$ cat config.mk
export PLATFORM = sky130hd
export DESIGN_NAME = uams_front
export DESIGN_NICKNAME = d
export VERILOG_FILES = /design/src/rtl/core/uams_pkg.sv /design/src/rtl/core/uams_front.sv
export SDC_FILE = /design/constraint.sdc
export NUM_CORES = 1
export LEC_CHECK = 0
export BUFFER_PORTS_ARGS = -buffer_cell sky130_fd_sc_hd__buf_2
export CAP_MARGIN = 30
export CORE_MARGIN = 4
export CORE_UTILIZATION = 55
export CTS_CLUSTER_SIZE = 28
export DETAILED_ROUTE_END_ITERATION = 16
export PLACE_DENSITY = 0.93
export SETUP_SLACK_MARGIN = 0.5
export SLEW_MARGIN = 30
export SYNTH_ARGS = -nofsm -noshare
export SYNTH_HDL_FRONTEND = slang
export SYNTH_SLANG_ARGS = --single-unit
$ cat constraint.sdc
create_clock -name clk -period 5.15 [get_ports clk]
set_input_delay 0.515 -clock clk [delete_from_list [all_inputs] [get_ports clk]]
set_output_delay 0.515 -clock clk [all_outputs]
set_load 0.05 [all_outputs]
$ cat src/rtl/core/uams_pkg.sv
`timescale 1ns / 1ps
// Shared types and constants for the undirected adjacency matrix store.
// No dependencies; used by uams_front, uams_back and the top level.
package uams_pkg;

    // Defaults for the top level parameters
    localparam int NODES_DEF       = 16;
    localparam int WEIGHT_BITS_DEF = 16;

    // Fixed field widths of the stream payloads
    localparam int KIND_W   = 3;
    localparam int NODE_W   = 4;
    localparam int WIN_W    = 16;
    localparam int WOUT_W   = 16;
    localparam int TOTAL_W  = 8;
    localparam int ACTIVE_W = 5;

    localparam logic [ACTIVE_W-1:0] ACTIVE_RESET = 5'd16;

    // A neighbor listing stops after this many hits
    localparam int MAX_RESULTS = 16;
    localparam int CNT_W       = $clog2(MAX_RESULTS + 1);

    // Request queue between front and back
    localparam int QDEPTH = 2;
    localparam int QPTR_W = $clog2(QDEPTH);
    localparam int QCNT_W = $clog2(QDEPTH + 1);

    // Request kinds as they arrive on the stream
    localparam logic [KIND_W-1:0] KIND_ADD = 3'd0;
    localparam logic [KIND_W-1:0] KIND_DEL = 3'd1;
    localparam logic [KIND_W-1:0] KIND_SET = 3'd2;
    localparam logic [KIND_W-1:0] KIND_GET = 3'd3;
    localparam logic [KIND_W-1:0] KIND_NBR = 3'd4;

    // Register index of active_nodes
    localparam logic REG_ACTIVE = 1'b0;

    // Classified operation handed to the back end
    typedef enum logic [2:0] {
        OP_ADD,
        OP_DEL,
        OP_SET,
        OP_GET,
        OP_NBR,
        OP_BAD,
        OP_UNK
    } op_t;

    typedef struct packed {
        op_t               op;
        logic [NODE_W-1:0] node_a;
        logic [NODE_W-1:0] node_b;
        logic [WIN_W-1:0]  weight;
    } req_t;

    typedef struct packed {
        logic               edge_present;
        logic [WOUT_W-1:0]  weight_out;
        logic               neighbor_valid;
        logic [NODE_W-1:0]  neighbor_node;
        logic [TOTAL_W-1:0] edge_total;
        logic               bad_node;
        logic               last;
    } res_t;

endpackage

$ cat src/rtl/core/uams_front.sv
`timescale 1ns / 1ps
// Front end: accepts request transactions, range-checks nodes, classifies
// the kind and queues the request for the back end. Depends on uams_pkg.
module uams_front #(
    parameter int NODES = uams_pkg::NODES_DEF,
    localparam int LW = $clog2(NODES + 1)
) (
    input  logic                          clk,
    input  logic                          rst_n,
    input  logic [LW-1:0]                 lim,
    input  logic                          hold,
    input  logic                          s_tvalid,
    output logic                          s_tready,
    input  logic [uams_pkg::KIND_W-1:0]   s_tuser,   // kind
    input  logic [23:0]                   s_tdata,   // node_a, node_b, weight_in
    output logic                          q_valid,
    output uams_pkg::req_t                q_item,
    input  logic                          q_pop
);

    localparam int QD = uams_pkg::QDEPTH;
    localparam int PW = uams_pkg::QPTR_W;
    localparam int CW = uams_pkg::QCNT_W;

    logic [uams_pkg::KIND_W-1:0] kind;
    logic [uams_pkg::NODE_W-1:0] node_a;
    logic [uams_pkg::NODE_W-1:0] node_b;
    logic [uams_pkg::WIN_W-1:0]  weight_in;
    logic                        bad_a;
    logic                        bad_b;
    uams_pkg::req_t              req;
    logic                        push;

    uams_pkg::req_t q_mem [QD];
    logic [PW-1:0]  wr_ptr_reg, wr_ptr_next;
    logic [PW-1:0]  rd_ptr_reg, rd_ptr_next;
    logic [CW-1:0]  cnt_reg, cnt_next;

    assign kind      = s_tuser;
    assign node_a    = s_tdata[3:0];
    assign node_b    = s_tdata[7:4];
    assign weight_in = s_tdata[23:8];

    assign bad_a = 32'(node_a) >= 32'(lim);
    assign bad_b = 32'(node_b) >= 32'(lim);

    always_comb
    begin
        req.node_a = node_a;
        req.node_b = node_b;
        req.weight = weight_in;
        priority if (kind > uams_pkg::KIND_NBR)
        begin
            req.op = uams_pkg::OP_UNK;
        end
        else if (bad_a || (kind != uams_pkg::KIND_NBR && bad_b))
        begin
            req.op = uams_pkg::OP_BAD;
        end
        else
        begin
            unique case (kind)
                uams_pkg::KIND_ADD: req.op = uams_pkg::OP_ADD;
                uams_pkg::KIND_DEL: req.op = uams_pkg::OP_DEL;
                uams_pkg::KIND_SET: req.op = uams_pkg::OP_SET;
                uams_pkg::KIND_GET: req.op = uams_pkg::OP_GET;
                uams_pkg::KIND_NBR: req.op = uams_pkg::OP_NBR;
                default:            req.op = uams_pkg::OP_UNK;
            endcase
        end
    end

    assign s_tready = (cnt_reg != CW'(QD)) && !hold;
    assign push     = s_tvalid && s_tready;
    assign q_valid  = cnt_reg != '0;
    assign q_item   = q_mem[rd_ptr_reg];

    always_comb
    begin
        wr_ptr_next = wr_ptr_reg;
        rd_ptr_next = rd_ptr_reg;
        cnt_next    = cnt_reg;
        if (push)
        begin
            wr_ptr_next = (32'(wr_ptr_reg) == QD - 1) ? '0 : wr_ptr_reg + PW'(1);
        end
        if (q_pop && q_valid)
        begin
            rd_ptr_next = (32'(rd_ptr_reg) == QD - 1) ? '0 : rd_ptr_reg + PW'(1);
        end
        if (push && !(q_pop && q_valid))
        begin
            cnt_next = cnt_reg + CW'(1);
        end
        else if (!push && q_pop && q_valid)
        begin
            cnt_next = cnt_reg - CW'(1);
        end
    end

    always_ff @(posedge clk or negedge rst_n)
    begin
        if (!rst_n)
        begin
            wr_ptr_reg <= '0;
            rd_ptr_reg <= '0;
            cnt_reg    <= '0;
        end
        else
        begin
            wr_ptr_reg <= wr_ptr_next;
            rd_ptr_reg <= rd_ptr_next;
            cnt_reg    <= cnt_next;
        end
    end

    always_ff @(posedge clk)
    begin
        if (push)
        begin
            q_mem[wr_ptr_reg] <= req;
        end
    end

endmodule

==> flow_summary_export.csv <==
group,metric,value,unit
cts,htree_levels,3,
sta,post-route-period-util,43.8,%
worst_setup_path,cpPeakStageDelay,0.78,ns
run,max-cap-violations,0,
synth,mappedNetlistNets,182,
layout,multi_input_comb_area,618,sq um
power_and_ir_drop,irDropWorstVdd,0.263,mV
sta,final_hold_vio_count,0,
layout,seq_area,1720,sq um
power_and_ir_drop,total_switching_power,641,uW
layout,final.fill_count,274,
sta,final-max-slew-violation-count,0,
power_and_ir_drop,pwr-share-seq,40.1,%
routing,drt_drc_violations_left,0,
die,floorplan.initialDensity,58.2,%
routing,ant_nets,0,
synth,post_synth.cell_area_avg,17.5,sq um
routing,avgRoutedWirePerCell,16.3,microns
sta,worst-slew-pin-transition,0.636,ns
die,number_of_placement_rows,23,
global_routing,pin_count_of_the_biggest_net_entering_global_routing,29,
die,ios,66,
power_and_ir_drop,switching_share,39.0,%
cts,numCtsBuffers,9,
sta,slew_headroom,57.6,%
cts,tritoncts_num_sinks,58,
placed_design,routabilityCongestion,0.764,
power_and_ir_drop,p_clk_share,23.0,%
die,die_width,74.0,microns
worst_hold_path,min-delay-start,"s_tdata[9]",
layout,final_layout_size_suffix_gt1_share,51.6,%
placed_design,port_buffers,65,
cts,clk_transition_reported_paths,0.06,ns
routing,dr_total_vias,1408,
synth,syn_warnings,0,
power_and_ir_drop,power-per-cell-area,554,nW/um^2
global_routing,global_route.usage.total,17.5,%
synth,synth-seq-area-share,71.9,%
layout,layout.cells.most_common,"sky130_fd_sc_hd__buf_2",
sta,fin_skew,0.00436,ns
sta,fin_tns_setup,0,ns
global_routing,grt_first_pass_wirelength,6880,microns
worst_hold_path,timing.hold.worst.class,"in -> reg",
global_routing,gr_ovfl_total,0,
sta,post-route-min-period,2.26,ns
layout,layout-area-overhead-vs-synth,23.8,%
layout,num-nets-final,257,
status,status,"finished, final reports clean",
cts,clock_path_buffers,2,
sta,setup_viol_count_final,0,
worst_setup_path,beginning_of_the_worst_register_to_register_path,"cnt_reg[1]",
cts,cts_tree,"done",
routing,wl,4360,microns
worst_setup_path,crit_path_start_kind,"flip-flop",
power_and_ir_drop,pleak,0.00118,uW
worst_setup_path,timing.critical_path.cells,"mux2_2 > buf_2",
synth,post_synth_inst_count,137,
synth,synth.ff_latch_count,58,
worst_setup_path,crit_slowest_cell,"sky130_fd_sc_hd__dfrtp_2",
worst_setup_path,worst-path-max-fanout,28,
global_routing,grt_antenna_before_repair,0,
worst_setup_path,path_class,"reg -> out",
placed_design,dp.final_hpwl,3150,microns
sta,grt_setup_unrepaired,"no",
routing,iteration_0_drc_count_of_the_detailed_router,94,
die,core,4120,sq um
cts,cts_resized,0,
global_routing,first_global_vias,1409,
power_and_ir_drop,p_total,1640,uW
worst_setup_path,critPathArrivalTime,1.74,ns
cts,root_buffer,"sky130_fd_sc_hd__clkbuf_8",
worst_setup_path,cp_data_required_time,4.64,ns
power_and_ir_drop,power_report.internal_total,1000,uW
synth,synthDistinctLibCells,24,
worst_setup_path,crit_path_start,"rd_ptr_reg",
layout,largest_reg_flops,54,
die,die_y,74.0,microns
synth,synth_area,2390,sq um
routing,drt-pass1-iter-count,4,
power_and_ir_drop,share_comb_of_total_power,36.9,%
sta,achievable-frequency,443,MHz
layout,n_antenna_cell,0,
layout,layout.cells.most_common_list,"sky130_fd_sc_hd__buf_2, sky130_fd_sc_hd__edfxtp_1, sky130_fd_sc_hd__mux2_2, sky130_fd_sc_hd__inv_1, sky130_fd_sc_hd__clkbuf_8",
worst_setup_path,worst_setup_path_end_kind,"output pin",
routing,detail_route.vias_per_cell,5.27,
cts,clock_latency,0.32,ns
die,die-area,5470,sq um
==> cell type report <==
| cell class | count | area share [%] |
|---|---|---|
| clock buffer | 12 | 4.56 |
| timing repair buffer | 68 | 11.8 |
| multi-input combinational | 66 | 20.8 |
| tap | 50 | 2.11 |
| sequential | 58 | 58.1 |
| inverter | 9 | 1.14 |
| clock inverter | 4 | 1.43 |
==> worst paths after layout <==
check / to / slack (ns) / cells after the start
worst min register to register: cnt_reg[0] / 0.54 / 1
worst max register to register: q_mem[1][15] / 2.94 / 4
worst min-delay path: q_mem[0][1] / 0.38 / 1
max in group asynchronous: rd_ptr_reg / 4.50 / 2
min in group asynchronous: wr_ptr_reg / 0.52 / 2
worst max-delay path: q_item[12] / 2.89 / 2
==> power by group through the flow <==
stage | clock network, uW | logic [uW] | registers, uW
2_1_floorplan | 0 | 525 | 619
3_3_place_gp | 0 | 605 | 663
3_5_place_dp | 0 | 610 | 669
4_1_cts | 387 | 613 | 663
5_1_grt | 414 | 636 | 671
6_report | 378 | 606 | 660
==> worst max-delay path: cells and delay by family, from the launching register on <==
kind / cells / cell delay [ns]
flip-flops: 1 / 0.78
multiplexers: 1 / 0.42
buffers and inverters: 1 / 0.21
==> per-stage QoR <==
stage	util (%)	hold WS [ns]	cells	cell area, sq um	setup slack (ns)
after floorplan	-	0.219	137	2390	2.54
after global placement	67.5	0.323	250	2780	2.83
after detailed placement	67.5	0.326	250	2780	2.77
after CTS	72.1	0.364	267	2970	2.85
after global routing	72.1	0.363	267	2970	2.76
final	72.1	0.380	267	2970	2.89
==> synth_stat cells, drive strengths merged <==
cell type | n | area share (%)
inv | 9 | 1.4
nor2 | 4 | 0.63
mux2 | 27 | 13
o21bai | 1 | 0.31
nand2 | 1 | 0.16
buf | 4 | 1.1
a2111oi | 2 | 0.99
o21ai | 5 | 1.0
ha | 8 | 4.2
a21oi | 3 | 0.63
nor2b | 2 | 0.52
or2 | 1 | 0.26
dfrtp | 4 | 4.2
o311ai | 1 | 0.37
nand2b | 3 | 0.78
a21bo | 1 | 0.42
xnor2 | 4 | 1.8
nor3 | 1 | 0.21
or3 | 1 | 0.26
nor4b | 1 | 0.37
edfxtp | 54 | 68
==> layer usage <==
| layer | wire (microns) | share of wire [%] | vias to the layer above | global-route usage [%] |
|---|---|---|---|---|
| met3 | 451 | 10 | 9 | 7.84 |
| li1 | - | - | 667 | - |
| met5 | 0 | 0 | - | 0 |
| met1 | 1810 | 41 | 673 | 21.8 |
| met2 | 2050 | 47 | 59 | 27.5 |
| met4 | 57 | 1.3 | 0 | 6.04 |
==> kinds of logic after synthesis <==
family | Yosys count | share of synthesized area [%]
AND/OR/NAND/NOR | 14 | 3.19
adder cells (fa/ha/maj) | 8 | 4.18
flip-flops | 58 | 71.9
multiplexers | 27 | 12.7
buffers and inverters | 13 | 2.51
XOR/XNOR | 4 | 1.78
AO/OA/AOI/OAI | 13 | 3.76
==> what timing repair did <==
item	CTS	global route
setup buffers	0	0
hold buffers	1	0
endpoints found under the hold margin	4	0
(Power assumes the default switching activity.)
